[config.mk]
export PLATFORM = sky130hd
export DESIGN_NAME = stcmap_norm
export DESIGN_NICKNAME = d
export VERILOG_FILES = /design/src/hw/rtl/stcmap_pkg.sv /design/src/hw/rtl/stcmap_norm.sv
export SDC_FILE = /design/constraint.sdc
export NUM_CORES = 2
export LEC_CHECK = 0
export BUFFER_PORTS_ARGS = -buffer_cell sky130_fd_sc_hd__buf_4
export CAP_MARGIN = 20
export CORE_MARGIN = 2
export CORE_UTILIZATION = 60
export CTS_CLUSTER_DIAMETER = 120
export CTS_CLUSTER_SIZE = 28
export DETAILED_ROUTE_END_ITERATION = 10
export PLACE_DENSITY = 0.72
export SLEW_MARGIN = 20
export SYNTH_ARGS = -nofsm -noshare
export SYNTH_HDL_FRONTEND = slang
export SYNTH_SLANG_ARGS = --single-unit
export TNS_END_PERCENT = 30
[constraint.sdc]
create_clock -name clk -period 6.5 [get_ports clk]
set_clock_uncertainty 0.15 [all_clocks]
set_input_delay 1.3 -clock clk [delete_from_list [all_inputs] [get_ports clk]]
set_output_delay 1.3 -clock clk [all_outputs]
set_load 0.02 [all_outputs]
[src/hw/rtl/stcmap_pkg.sv]
package stcmap_pkg;

  // Fixed-point formats.
  localparam int FRAC_W  = 16;
  localparam int COLOR_W = FRAC_W + 1;
  localparam int WL_W    = 26;

  typedef logic [COLOR_W-1:0] color_t;

  // One RGBA result, red in the lowest bits.
  typedef struct packed {
    color_t alpha;
    color_t blue;
    color_t green;
    color_t red;
  } rgba_t;

  localparam color_t ONE = color_t'(1 << FRAC_W);

  // Pipeline depths.
  localparam int QUOT_W       = FRAC_W;
  localparam int NORM_STAGES  = 2 + QUOT_W;
  localparam int SQRT_STEPS   = FRAC_W + 1;
  localparam int SHADE_STAGES = 3 + SQRT_STEPS + 4;
  localparam int PIPE_STAGES  = NORM_STAGES + SHADE_STAGES;

  // Register map, indexed by word address.
  localparam logic [1:0] REG_RANGE_MIN    = 2'd0;
  localparam logic [1:0] REG_RANGE_MAX    = 2'd1;
  localparam logic [1:0] REG_COLOR_SCHEME = 2'd2;

  localparam logic [1:0] SCHEME_GRAY = 2'd2;

  // Wavelength breakpoints in Q10.16.
  localparam logic [WL_W-1:0] WL_BASE = WL_W'(420 << FRAC_W);
  localparam logic [WL_W-1:0] WL_439  = WL_W'(439 << FRAC_W);
  localparam logic [WL_W-1:0] WL_440  = WL_W'(440 << FRAC_W);
  localparam logic [WL_W-1:0] WL_489  = WL_W'(489 << FRAC_W);
  localparam logic [WL_W-1:0] WL_509  = WL_W'(509 << FRAC_W);
  localparam logic [WL_W-1:0] WL_510  = WL_W'(510 << FRAC_W);
  localparam logic [WL_W-1:0] WL_579  = WL_W'(579 << FRAC_W);
  localparam logic [WL_W-1:0] WL_644  = WL_W'(644 << FRAC_W);
  localparam logic [WL_W-1:0] WL_645  = WL_W'(645 << FRAC_W);

  // Spectrum segments.
  localparam logic [2:0] SEG_VIOLET = 3'd0;
  localparam logic [2:0] SEG_CYAN   = 3'd1;
  localparam logic [2:0] SEG_GREEN  = 3'd2;
  localparam logic [2:0] SEG_YELLOW = 3'd3;
  localparam logic [2:0] SEG_ORANGE = 3'd4;
  localparam logic [2:0] SEG_RED    = 3'd5;

  localparam int DEN_VIOLET = 440 - 350;
  localparam int DEN_CYAN   = 490 - 440;
  localparam int DEN_GREEN  = 510 - 490;
  localparam int DEN_YELLOW = 580 - 510;
  localparam int DEN_ORANGE = 645 - 580;

  localparam logic [31:0] RECIP_VIOLET = 32'(64'd4294967296 / 64'(DEN_VIOLET));
  localparam logic [31:0] RECIP_CYAN   = 32'(64'd4294967296 / 64'(DEN_CYAN));
  localparam logic [31:0] RECIP_GREEN  = 32'(64'd4294967296 / 64'(DEN_GREEN));
  localparam logic [31:0] RECIP_YELLOW = 32'(64'd4294967296 / 64'(DEN_YELLOW));
  localparam logic [31:0] RECIP_ORANGE = 32'(64'd4294967296 / 64'(DEN_ORANGE));

  function automatic logic [6:0] seg_den(input logic [2:0] seg);
    case (seg)
      SEG_VIOLET: seg_den = 7'(DEN_VIOLET);
      SEG_CYAN:   seg_den = 7'(DEN_CYAN);
      SEG_GREEN:  seg_den = 7'(DEN_GREEN);
      SEG_YELLOW: seg_den = 7'(DEN_YELLOW);
      SEG_ORANGE: seg_den = 7'(DEN_ORANGE);
      default:    seg_den = 7'd1;
    endcase
  endfunction

  function automatic logic [31:0] seg_recip(input logic [2:0] seg);
    case (seg)
      SEG_VIOLET: seg_recip = RECIP_VIOLET;
      SEG_CYAN:   seg_recip = RECIP_CYAN;
      SEG_GREEN:  seg_recip = RECIP_GREEN;
      SEG_YELLOW: seg_recip = RECIP_YELLOW;
      SEG_ORANGE: seg_recip = RECIP_ORANGE;
      default:    seg_recip = 32'd0;
    endcase
  endfunction

endpackage

[src/hw/rtl/stcmap_norm.sv]
module stcmap_norm (
  input  logic                  clk,
  input  logic                  en,
  input  logic signed [31:0]    sample,
  input  logic signed [31:0]    range_min,
  input  logic signed [31:0]    range_max,
  output stcmap_pkg::color_t    t
);

  localparam int QW = stcmap_pkg::QUOT_W;

  logic signed [32:0] diff;
  logic signed [32:0] span;

  logic [31:0]   rem  [QW+1];
  logic [31:0]   den  [QW+1];
  logic [QW-1:0] quo  [QW+1];
  logic          zero [QW+1];
  logic          full [QW+1];

  logic [32:0]   shl      [QW];
  logic          take     [QW];
  logic [31:0]   rem_next [QW];

  // One quotient bit per stage by restoring division.
  always_comb begin
    for (int k = 0; k < QW; k++) begin
      shl[k]      = {rem[k], 1'b0};
      take[k]     = shl[k] >= {1'b0, den[k]};
      rem_next[k] = take[k] ? 32'(shl[k] - {1'b0, den[k]}) : shl[k][31:0];
    end
  end

  always_ff @(posedge clk) begin
    if (en) begin
      diff    <= {sample[31], sample} - {range_min[31], range_min};
      span    <= {range_max[31], range_max} - {range_min[31], range_min};
      zero[0] <= (span <= 33'sd0) || (diff <= 33'sd0);
      full[0] <= diff >= span;
      rem[0]  <= diff[31:0];
      den[0]  <= span[31:0];
      quo[0]  <= '0;
      for (int k = 0; k < QW; k++) begin
        rem[k+1]  <= rem_next[k];
        den[k+1]  <= den[k];
        quo[k+1]  <= {quo[k][QW-2:0], take[k]};
        zero[k+1] <= zero[k];
        full[k+1] <= full[k];
      end
    end
  end

  assign t = zero[QW] ? '0 :
             full[QW] ? stcmap_pkg::ONE : stcmap_pkg::color_t'(quo[QW]);

endmodule

==> results_dict.tcl <==
set metrics [dict create \
    min_period_ns 4.66 \
    cts_buffers 51 \
    synthCells 6818 \
    area_delta_synth_final_pct 5.17 \
    cts_sinks 1260 \
    leakage_nw 32.4 \
    slowest_stage "nor3_1" \
    io_buffer_count 114 \
    synthTopCellsByArea "edfxtp_1 (51%), ha_1 (10%), a21oi_1 (4.0%), inv_1 (3.6%), xnor2_1 (3.2%)" \
    required_ns 6.79 \
    drv_cap 0 \
    htreeDepth 2 \
    num-nets-final 7555 \
    avgSynthCellArea_um2 11.0 \
    grtUsageTotal 0.258 \
    arrival_ns 4.95 \
    syn-cell-area_um2 74700 \
    ys_types 98 \
    io_pins 115 \
    grt_pass1_vias 51700 \
    hold_path.class "reg2reg" \
    final_antenna_net_count 0 \
    antenna_found_initial 3 \
    clk_path_buf_depth 3 \
    rsz0062_at_grt "false" \
    rows 129 \
    wl_per_cell_um 19.5 \
    totalWireLength_um 165000 \
    postCtsSetupBuffers 0 \
    final_cell_mix "edfxtp_1 (1260), inv_1 (712), ha_1 (608)" \
    worstSetupEndpointType "flip-flop" \
    holdWs_ns 0.260 \
    hold_buffers 0 \
    timing.final.max_slew_violations 0 \
    grt_pass1_wl_um 259000 \
    final_common_cell "edfxtp_1" \
    drc 0 \
    path_cells "inv_1 > ha_1 > nor2b_1 > o31a_1 > o21ai_1 > a21boi_1 > nor3_1 > o21ai_1 > a2111oi_0 > o211a_1 > buf_4 > mux2_2" \
    path_clk_slew_ns 0.11 \
    synth-main-ff-cell "edfxtp_1" \
    yosysWarnings 0 \
    crit_fanout 61 \
    grtUsageMet2 0.544 \
    use_met3 0.0222 \
    chipWidth_um 357 \
    via_per_inst 5.93 \
    worst_slew_pin_slew_ns 0.995 \
    slowest_delay_ns 0.64 \
    cts_tree "yes" \
    startpoint_type "flip-flop" \
    coreArea_um2 124000 \
    diodes 0 \
    fmax_mhz 214 \
    vias 50200 \
    synthArstFlopShare 0 \
    drive_gt1_frac 0.0693 \
    p_per_area_nw_per_um2 451 \
    fin_tns_setup_ns 0 \
    timing.final.crit_share 0.717 \
    dp_hpwl_um 129000 \
    syn_nets 7541 \
    root_buffer "clkbuf_16" \
    grt-busiest-layer "met2" \
    synth_edf_count 1260 \
    initial_utilization 0.604 \
    critPathKind "reg2reg" \
    die_h_um 357 \
    place_congestion 1.01 \
    grt_max_degree 179 \
    use_met1 0.221 \
    finalHoldViolations 0 \
    drtIter0Drc 3019 \
    ctsResizeCount 0 \
    irDropWorstVdd_mv 0.290 \
    ys_seq_area_frac 0.506 \
    grt-ovfl-total 0 \
    fin_util 0.636 \
    drt-pass1-iter-count 6 \
    timing.critical_path.mode_cell "o21ai_1" \
    clkLatencyLatePin_ns 0.71 \
    synth_top_area_frac 0.506 \
    relSlewSlack 0.336 \
    setup_viol_count_final 0 \
    synth_seq_cells 1260 \
    status "complete, no violations" \
    synth_area_leader_cell "edfxtp_1" \
    dieArea_um2 127000 \
]
flip-flops by register name, summed over array words and instances (netlist names):
register  flops
den         512
diff         33
full         17
quo         136
rem         512
span         33
zero         17
worst max-delay path, delay by kind of cell (launching register included):
kind	cells	cell delay, ns
AOI/OAI and AO/OA	6	1.74
adders and majority gates	1	0.32
buffers and inverters	2	0.54
DFF	1	0.41
muxes	1	0.40
and+or+nand+nor	2	0.79
final cells by class:
| class | count | area [um2] |
|---|---|---|
| clock buffers | 52 | 1300 |
| clock inverters | 4 | 57.6 |
| well taps | 1637 | 2050 |
| fillers | 9532 | 45100 |
| flip-flops and latches | 1260 | 37800 |
| inverters | 714 | 2680 |
| repair buffers | 153 | 1260 |
| multi-input cells | 4652 | 33400 |
logic make-up after synthesis:
kind of cell	count (synthesis)	share of synthesized area
AO/OA/AOI/OAI	1868	0.159
XOR/XNOR	449	0.0526
adder cells (fa/ha/maj)	625	0.106
buffers and inverters	906	0.0476
flip-flops	1260	0.506
multiplexers	196	0.0301
AND/OR/NAND/NOR	1514	0.0984
metrics by stage:
stage | area, um2 | instances | setup WS [ns] | total power [mW]
final | 78600 | 8472 | 1.84 | 35.4
after global placement | 77200 | 8416 | 1.57 | 31.2
after floorplan | 74700 | 6818 | 2.46 | 27.0
after global routing | 78600 | 8472 | 1.74 | 37.9
after CTS | 78600 | 8472 | 1.83 | 35.4
after detailed placement | 77200 | 8416 | 1.52 | 31.6
power breakdown:
| part | switching [mW] | internal, mW |
|---|---|---|
| Clock | 2.38 | 1.46 |
| Combinational | 10.5 | 7.94 |
| Sequential | 1.05 | 12.1 |
| Total | 14.0 | 21.5 |
per-layer routing:
| layer | share of wire | up-vias | wire length (um) |
|---|---|---|---|
| li1 | - | 24900 | - |
| met3 | 0.023 | 510 | 3840 |
| met1 | 0.32 | 23700 | 53200 |
| met4 | 0.077 | 2 | 12700 |
| met5 | 0.00011 | - | 18 |
| met2 | 0.58 | 1047 | 95400 |
cell usage after synthesis (9+ instances only):
| cell | instances |
|---|---|
| buf_2 | 28 |
| nor2_1 | 427 |
| nor3b_1 | 9 |
| o21a_1 | 86 |
| or3_1 | 26 |
| o211ai_1 | 27 |
| nand2b_1 | 75 |
| o21bai_1 | 66 |
| xor2_1 | 174 |
| a211oi_1 | 47 |
| nand3_1 | 95 |
| a31o_2 | 10 |
| clkbuf_1 | 138 |
| o31a_1 | 31 |
| nand4_1 | 131 |
| a21boi_0 | 20 |
| inv_1 | 712 |
| nor2b_1 | 93 |
| fa_1 | 17 |
| mux2_4 | 14 |
| and2_1 | 39 |
| and3_1 | 48 |
| a21oi_1 | 594 |
| xnor2_1 | 275 |
| o31ai_1 | 36 |
| nor3_1 | 70 |
| a2111oi_0 | 14 |
| mux2_2 | 169 |
| a31oi_1 | 68 |
| o221ai_1 | 10 |
| nor4_1 | 34 |
| a211o_1 | 13 |
| nand3b_1 | 9 |
| or2_2 | 21 |
| nand2_1 | 392 |
| a41oi_1 | 11 |
| o21ai_1 | 14 |
| ha_1 | 608 |
| a21o_1 | 298 |
| edfxtp_1 | 1260 |
| buf_6 | 12 |
| o21ai_0 | 396 |
worst paths after layout:
check / cells past startpoint / slack, ns / from / endpoint
worst max-delay path: 12 / 1.84 / den[0][289]$_DFFE_PP_ / rem[0][326]$_DFFE_PP_
worst min-delay path: 0 / 0.26 / quo[0][199]$_DFFE_PP_ / quo[0][216]$_DFFE_PP_
worst max register to register: 12 / 1.84 / den[0][289]$_DFFE_PP_ / rem[0][326]$_DFFE_PP_
worst min register to register: 0 / 0.26 / quo[0][199]$_DFFE_PP_ / quo[0][216]$_DFFE_PP_
Note: power is estimated with default switching activity, not from simulation.
