File: config.mk
export PLATFORM = sky130hd
export DESIGN_NAME = stcmap_shade
export DESIGN_NICKNAME = d
export VERILOG_FILES = /design/src/hw/rtl/stcmap_pkg.sv /design/src/hw/rtl/stcmap_shade.sv
export SDC_FILE = /design/constraint.sdc
export NUM_CORES = 2
export LEC_CHECK = 0
export BUFFER_PORTS_ARGS = -buffer_cell sky130_fd_sc_hd__buf_2
export CORE_MARGIN = 3
export CORE_UTILIZATION = 25
export CTS_CLUSTER_SIZE = 10
export DETAILED_ROUTE_END_ITERATION = 10
export PLACE_DENSITY = 0.46
export SYNTH_ARGS = -nofsm -noshare
export SYNTH_HDL_FRONTEND = slang
export SYNTH_SLANG_ARGS = --single-unit
File: constraint.sdc
create_clock -name clk -period 8.8 [get_ports clk]
set_clock_uncertainty 0.15 [all_clocks]
set_input_delay 0.88 -clock clk [delete_from_list [all_inputs] [get_ports clk]]
set_output_delay 0.88 -clock clk [all_outputs]
set_load 0.01 [all_outputs]
File: src/hw/rtl/stcmap_pkg.sv
package stcmap_pkg;

  // Fixed-point formats.
  localparam int FRAC_W  = 16;
  localparam int COLOR_W = FRAC_W + 1;
  localparam int WL_W    = 26;

  typedef logic [COLOR_W-1:0] color_t;

  // One RGBA result, red in the lowest bits.
  typedef struct packed {
    color_t alpha;
    color_t blue;
    color_t green;
    color_t red;
  } rgba_t;

  localparam color_t ONE = color_t'(1 << FRAC_W);

  // Pipeline depths.
  localparam int QUOT_W       = FRAC_W;
  localparam int NORM_STAGES  = 2 + QUOT_W;
  localparam int SQRT_STEPS   = FRAC_W + 1;
  localparam int SHADE_STAGES = 3 + SQRT_STEPS + 4;
  localparam int PIPE_STAGES  = NORM_STAGES + SHADE_STAGES;

  // Register map, indexed by word address.
  localparam logic [1:0] REG_RANGE_MIN    = 2'd0;
  localparam logic [1:0] REG_RANGE_MAX    = 2'd1;
  localparam logic [1:0] REG_COLOR_SCHEME = 2'd2;

  localparam logic [1:0] SCHEME_GRAY = 2'd2;

  // Wavelength breakpoints in Q10.16.
  localparam logic [WL_W-1:0] WL_BASE = WL_W'(420 << FRAC_W);
  localparam logic [WL_W-1:0] WL_439  = WL_W'(439 << FRAC_W);
  localparam logic [WL_W-1:0] WL_440  = WL_W'(440 << FRAC_W);
  localparam logic [WL_W-1:0] WL_489  = WL_W'(489 << FRAC_W);
  localparam logic [WL_W-1:0] WL_509  = WL_W'(509 << FRAC_W);
  localparam logic [WL_W-1:0] WL_510  = WL_W'(510 << FRAC_W);
  localparam logic [WL_W-1:0] WL_579  = WL_W'(579 << FRAC_W);
  localparam logic [WL_W-1:0] WL_644  = WL_W'(644 << FRAC_W);
  localparam logic [WL_W-1:0] WL_645  = WL_W'(645 << FRAC_W);

  // Spectrum segments.
  localparam logic [2:0] SEG_VIOLET = 3'd0;
  localparam logic [2:0] SEG_CYAN   = 3'd1;
  localparam logic [2:0] SEG_GREEN  = 3'd2;
  localparam logic [2:0] SEG_YELLOW = 3'd3;
  localparam logic [2:0] SEG_ORANGE = 3'd4;
  localparam logic [2:0] SEG_RED    = 3'd5;

  localparam int DEN_VIOLET = 440 - 350;
  localparam int DEN_CYAN   = 490 - 440;
  localparam int DEN_GREEN  = 510 - 490;
  localparam int DEN_YELLOW = 580 - 510;
  localparam int DEN_ORANGE = 645 - 580;

  localparam logic [31:0] RECIP_VIOLET = 32'(64'd4294967296 / 64'(DEN_VIOLET));
  localparam logic [31:0] RECIP_CYAN   = 32'(64'd4294967296 / 64'(DEN_CYAN));
  localparam logic [31:0] RECIP_GREEN  = 32'(64'd4294967296 / 64'(DEN_GREEN));
  localparam logic [31:0] RECIP_YELLOW = 32'(64'd4294967296 / 64'(DEN_YELLOW));
  localparam logic [31:0] RECIP_ORANGE = 32'(64'd4294967296 / 64'(DEN_ORANGE));

  function automatic logic [6:0] seg_den(input logic [2:0] seg);
    case (seg)
      SEG_VIOLET: seg_den = 7'(DEN_VIOLET);
      SEG_CYAN:   seg_den = 7'(DEN_CYAN);
      SEG_GREEN:  seg_den = 7'(DEN_GREEN);
      SEG_YELLOW: seg_den = 7'(DEN_YELLOW);
      SEG_ORANGE: seg_den = 7'(DEN_ORANGE);
      default:    seg_den = 7'd1;
    endcase
  endfunction

  function automatic logic [31:0] seg_recip(input logic [2:0] seg);
    case (seg)
      SEG_VIOLET: seg_recip = RECIP_VIOLET;
      SEG_CYAN:   seg_recip = RECIP_CYAN;
      SEG_GREEN:  seg_recip = RECIP_GREEN;
      SEG_YELLOW: seg_recip = RECIP_YELLOW;
      SEG_ORANGE: seg_recip = RECIP_ORANGE;
      default:    seg_recip = 32'd0;
    endcase
  endfunction

endpackage

File: src/hw/rtl/stcmap_shade.sv
module stcmap_shade (
  input  logic                clk,
  input  logic                en,
  input  stcmap_pkg::color_t  t,
  input  logic [1:0]          color_scheme,
  output stcmap_pkg::rgba_t   pix
);

  localparam int SN = stcmap_pkg::SQRT_STEPS;
  localparam int WW = stcmap_pkg::WL_W;

  // Cube of t for the grayscale alpha curve.
  logic [32:0]        t_sq;
  stcmap_pkg::color_t t_g1;
  logic [32:0]        cube_hi;
  stcmap_pkg::color_t t_g2;
  logic [49:0]        cube;

  // Square root, one result bit per stage.
  logic [32:0]        srem  [SN+1];
  logic [16:0]        sroot [SN+1];
  stcmap_pkg::color_t st    [SN+1];
  logic [35:0]        delta [SN];
  logic               sge   [SN];

  // Tail stages.
  logic signed [19:0]   a_raw;
  stcmap_pkg::color_t   a_gray;
  stcmap_pkg::color_t   a_x1, a_x2, a_x3;
  stcmap_pkg::color_t   t_x1, t_x2, t_x3;
  logic [WW-1:0]        wl;
  logic [2:0]           seg, seg_x2, seg_x3;
  logic signed [26:0]   num_raw;
  logic [22:0]          num, num_x2, num_x3;
  logic [54:0]          prod;
  logic [18:0]          q0_x3;
  logic [25:0]          chk;
  logic [25:0]          rmd;
  logic [18:0]          quot;
  stcmap_pkg::color_t   ramp;
  stcmap_pkg::rgba_t    jet;

  assign cube = 50'(t_sq) * 50'(t_g1);

  always_comb begin
    for (int k = 0; k < SN; k++) begin
      delta[k] = (36'(sroot[k]) << (SN - k)) + (36'd1 << (2 * (SN - 1 - k)));
      sge[k]   = 36'(srem[k]) >= delta[k];
    end
  end

  assign a_raw  = $signed(20'({st[SN], 1'b0}) + 20'(st[SN]) - 20'({sroot[SN], 1'b0}));
  assign a_gray = a_raw[19] ? '0 :
                  (a_raw > 20'sd65536) ? stcmap_pkg::ONE : a_raw[16:0];

  // Pick the spectrum segment and the ramp numerator.
  always_comb begin
    priority if (wl <= stcmap_pkg::WL_439) begin
      seg     = stcmap_pkg::SEG_VIOLET;
      num_raw = $signed(27'(stcmap_pkg::WL_440) - 27'(wl));
    end else if (wl <= stcmap_pkg::WL_489) begin
      seg     = stcmap_pkg::SEG_CYAN;
      num_raw = $signed(27'(wl) - 27'(stcmap_pkg::WL_440));
    end else if (wl <= stcmap_pkg::WL_509) begin
      seg     = stcmap_pkg::SEG_GREEN;
      num_raw = $signed(27'(stcmap_pkg::WL_510) - 27'(wl));
    end else if (wl <= stcmap_pkg::WL_579) begin
      seg     = stcmap_pkg::SEG_YELLOW;
      num_raw = $signed(27'(wl) - 27'(stcmap_pkg::WL_510));
    end else if (wl <= stcmap_pkg::WL_644) begin
      seg     = stcmap_pkg::SEG_ORANGE;
      num_raw = $signed(27'(stcmap_pkg::WL_645) - 27'(wl));
    end else begin
      seg     = stcmap_pkg::SEG_RED;
      num_raw = '0;
    end
    num = num_raw[26] ? '0 : num_raw[22:0];
  end

  // The reciprocal product is low by at most one; a single correction fixes it.
  assign prod = 55'(num_x2) * 55'(stcmap_pkg::seg_recip(seg_x2));
  assign chk  = 26'(q0_x3) * 26'(stcmap_pkg::seg_den(seg_x3));
  assign rmd  = 26'(num_x3) - chk;
  assign quot = q0_x3 + 19'(rmd >= 26'(stcmap_pkg::seg_den(seg_x3)));
  assign ramp = (quot[18:16] != 3'd0) ? stcmap_pkg::ONE : stcmap_pkg::color_t'(quot);

  always_comb begin
    jet.alpha = stcmap_pkg::ONE;
    case (seg_x3)
      stcmap_pkg::SEG_VIOLET: begin
        jet.red = ramp; jet.green = '0; jet.blue = stcmap_pkg::ONE;
      end
      stcmap_pkg::SEG_CYAN: begin
        jet.red = '0; jet.green = ramp; jet.blue = stcmap_pkg::ONE;
      end
      stcmap_pkg::SEG_GREEN: begin
        jet.red = '0; jet.green = stcmap_pkg::ONE; jet.blue = ramp;
      end
      stcmap_pkg::SEG_YELLOW: begin
        jet.red = ramp; jet.green = stcmap_pkg::ONE; jet.blue = '0;
      end
      stcmap_pkg::SEG_ORANGE: begin
        jet.red = stcmap_pkg::ONE; jet.green = ramp; jet.blue = '0;
      end
      default: begin
        jet.red = stcmap_pkg::ONE; jet.green = '0; jet.blue = '0;
      end
    endcase
  end

  always_ff @(posedge clk) begin
    if (en) begin
      t_sq     <= 33'(34'(t) * 34'(t));
      t_g1     <= t;
      cube_hi  <= cube[48:16];
      t_g2     <= t_g1;
      srem[0]  <= cube_hi;
      sroot[0] <= '0;
      st[0]    <= t_g2;
      for (int k = 0; k < SN; k++) begin
        srem[k+1]  <= sge[k] ? 33'(36'(srem[k]) - delta[k]) : srem[k];
        sroot[k+1] <= sge[k] ? (sroot[k] | (17'd1 << (SN - 1 - k))) : sroot[k];
        st[k+1]    <= st[k];
      end
      a_x1   <= a_gray;
      t_x1   <= st[SN];
      wl     <= stcmap_pkg::WL_BASE + WW'(st[SN]) * WW'(360);
      a_x2   <= a_x1;
      t_x2   <= t_x1;
      seg_x2 <= seg;
      num_x2 <= num;
      a_x3   <= a_x2;
      t_x3   <= t_x2;
      seg_x3 <= seg_x2;
      num_x3 <= num_x2;
      q0_x3  <= prod[50:32];
      if (color_scheme == stcmap_pkg::SCHEME_GRAY) begin
        pix.red   <= t_x3;
        pix.green <= t_x3;
        pix.blue  <= t_x3;
        pix.alpha <= a_x3;
      end else begin
        pix <= jet;
      end
    end
  end

endmodule

==> summary.md <==
| Metric | Value |
|---|---|
| Status | complete, no violations |
| Post-Syn Area per Cell | 11.6 um2 |
| Global-route wire length before repair | 407000 um |
| DP Wirelength | 204000 um |
| Delay-heaviest family, CP | adder cells |
| Count of yosys warnings during synthesis | 0 |
| DR vias | 62.8k |
| CP arrival | 8.84 ns |
| Prevailing post-synth register cell | edfxtp_1 |
| Simple-Gate Fraction of Synth Area | 10.5% |
| Clock buffer depth | 4 |
| Residual DRC count | 0 |
| Cell Area, Placed | 111000 um2 |
| Clock Sink Count | 1374 |
| Max-slew violations | 0 |
| Final Cycle Share | 95.9% |
| Post-synth EDFFs | 1374 |
| Area contributors post-synth | edfxtp_1 40%, fa_1 24%, ha_1 9.3% |
| Total core area | 410000 um2 |
| XOR/XNOR Fraction of Synth Area | 2.98% |
| CTS tree | built |
| Largest net degree at the start of global routing | 162 |
| Vias per inst | 4.30 |
| Die H | 648 um |
| Synth unique cells | 86 |
| Max-cap violation count | 0 |
| Max frequency | 0.119 GHz |
| Vias in the first global route | 68.5k |
| Number of iterations in the first detailed-routing pass | 8 |
| Initial Util | 25.1% |
| Design Area, Final | 116000 um2 |
| HP Class | reg2reg |
| Adder-cell share of the synthesized area | 33.1% |
| Post-Syn Area | 103000 um2 |
| Area grow syn2layout | 12.3% |
| Post-synthesis sequential area ratio | 40.1% |
| IO buf count | 88 |
| Starting DRT DRC Count | 3536 |
| CTS buffer count | 171 |
| Post-synthesis register bit count | 1374 |
| Clk root buf | clkbuf_16 |
| Worst slew margin | 6.76% |
| Buf+Inv Stages, Crit Path | 10 |
| CP endpoint kind | register |
| Main combinational cell family by area after synthesis | adder cells |
| Synth top area share | 40.1% |
| CP peak stage delay | 0.68 ns |
| Worst Path Required | 9.20 ns |
| Initial antenna violation count | 16 |
| Post-Syn Instances | 8900 |
| Hold WS | 0.229 ns |
| GRT Residual Overflow | 0 |
| Endpoints failing hold | 0 |
| Crit-path max FO | 16 |
| Share of layout cells above drive strength 1 | 6.00% |
| Num ports | 89 |
| Mux share of post-synthesis cell area | 0.312% |
| Slowest CP cell | fa_1 |
| Final net count | 11.1k |
| WL final | 260000 um |
| Asr flop ratio synth | 0% |
| Die X | 648 um |
| # setup viols final | 0 |
| Fillers | 42.3k |
| Reg clk slew, reported paths | 0.07 ns |
| Worst-Skew Late Latency | 0.84 ns |
| Total GRT Usage | 12.4% |
| Antenna viol nets, final | 0 |
| Most frequent CP cell | fa_1 |
| Row count | 235 |
| Largest area contributor in the netlist | edfxtp_1 |
| Gp weighted congestion | 0.872 |
| Compound-Gate Fraction of Synth Area | 5.88% |
| Type of origin of the critical path | register |
| Htree depth | 4 |
| Post-layout min period | 8.44 ns |
| Full die area | 420000 um2 |
| Worst setup path class | reg2reg |
| Worst Tran Pin Value | 1.36 ns |
| DR WL/cell | 17.8 um |
==> synthesized netlist by cell type, types with 34 or more instances <==
cell and n:
a21o_1 107, xor2_1 155, xnor2_1 195, inv_1 1717
nor2_1 352, nor3_1 104, nand2_1 885, nand4_1 47
nor2b_1 56, nand2b_1 73, and2_1 363, nor4_1 73
or3_1 38, fa_1 1220, clkbuf_1 226, edfxtp_1 1374
a21oi_1 259, ha_1 769, o21a_1 65, nand3_1 79
o31ai_1 34, and3_1 38, o21ai_0 244, a31oi_1 38
==> state kept, by name (all words and copies together), names as in the netlist, 19 cells and up <==
register and flops:
wl 21, sroot 153, srem 561, t_sq 32, q0_x3 19, num_x2 20
cube_hi 33, pix 68, st 306, num_x3 20
==> worst paths after layout <==
| path | slack [ns] | from | end | depth (start not counted) |
|---|---|---|---|---|
| worst max-delay path | 0.36 | seg_x2[2]$_SDFFCE_PP0P_ | q0_x3[7]$_DFFE_PP_ | 30 |
| worst min-delay path | 0.23 | t_x1[3]$_DFFE_PP_ | t_x2[3]$_DFFE_PP_ | 0 |
| worst max register to register | 0.36 | seg_x2[2]$_SDFFCE_PP0P_ | q0_x3[7]$_DFFE_PP_ | 30 |
| worst min register to register | 0.23 | t_x1[3]$_DFFE_PP_ | t_x2[3]$_DFFE_PP_ | 0 |
==> cell families (layout without fill, tap and decap cells) <==
kind of cell             after synthesis  after routing
XOR/XNOR                             350            350
buffers and inverters               1963           2205
AND/OR/NAND/NOR                     2233           2233
adder cells (fa/ha/maj)             1989           1989
flip-flops                          1374           1374
multiplexers                          30             30
other                                  2             12
AO/OA/AOI/OAI                        959            959
==> per-layer routing <==
metal  track usage [%]  vias up  part of all wire (%)
met5                 0        -                     0
met4              3.25        0                   2.6
met3              1.48      371                   3.4
met2              21.6     1181                    49
met1              16.3    31800                    45
li1                  -    29500                     -
==> worst register-to-register path: cells and delay by family (launching register included) <==
family	cells	cell delay, ns
xor gates and xnor gates	1	0.11
buffers and inverters	10	1.31
and+or+nand+nor	6	0.98
AOI/OAI and AO/OA	5	1.05
DFF	1	0.42
adders and majority gates	8	4.17
==> cell type report <==
cell class | count | area [um2] | area share [%]
antenna | 4 | 10.0 | 0.00865
sequential | 1374 | 41300 | 35.7
tap | 5451 | 6820 | 5.90
multi-input combinational | 5569 | 54400 | 47.1
timing repair buffer | 267 | 1950 | 1.69
inverter | 1720 | 6460 | 5.58
clock inverter | 25 | 320 | 0.277
timing repair inverter | 1 | 7.51 | 0.00649
clock buffer | 192 | 4400 | 3.80
==> cell usage in the layout (no fill, tap or decap), types with 73 or more instances in the layout <==
cell,instances
xnor2_1,195
nor2_1,351
xor2_1,155
inv_1,1717
and2_1,363
a21o_1,107
ha_1,768
clkbuf_16,173
buf_2,87
nand2b_1,73
nand2_1,885
edfxtp_1,1374
fa_1,1220
buf_4,167
nor3_1,102
o21ai_0,244
a21oi_1,258
nand3_1,79
==> repair_timing <==
item | CTS | global route
buffers inserted | 0 | 9
setup endpoints to repair | 0 | 61
hold buffers | 0 | 0
resized for setup | 0 | 13
==> stage by stage <==
step / setup TNS (ns) / util [%] / instances / setup WS [ns]
finish: 0 / 28.2 / 14600 / 0.361
global route: -0.00448 / 28.2 / 14600 / -0.00448
CTS: 0 / 28.2 / 14600 / 0.0717
detailed placement: 0 / 27.0 / 14400 / 0.102
global placement: 0 / 27.0 / 14400 / 0.156
floorplan: 0 / - / 8906 / 0.824
Power is left out: the tool's default activity adds up to more than one toggle a clock period on the data nets, which glitch-free logic cannot reach.
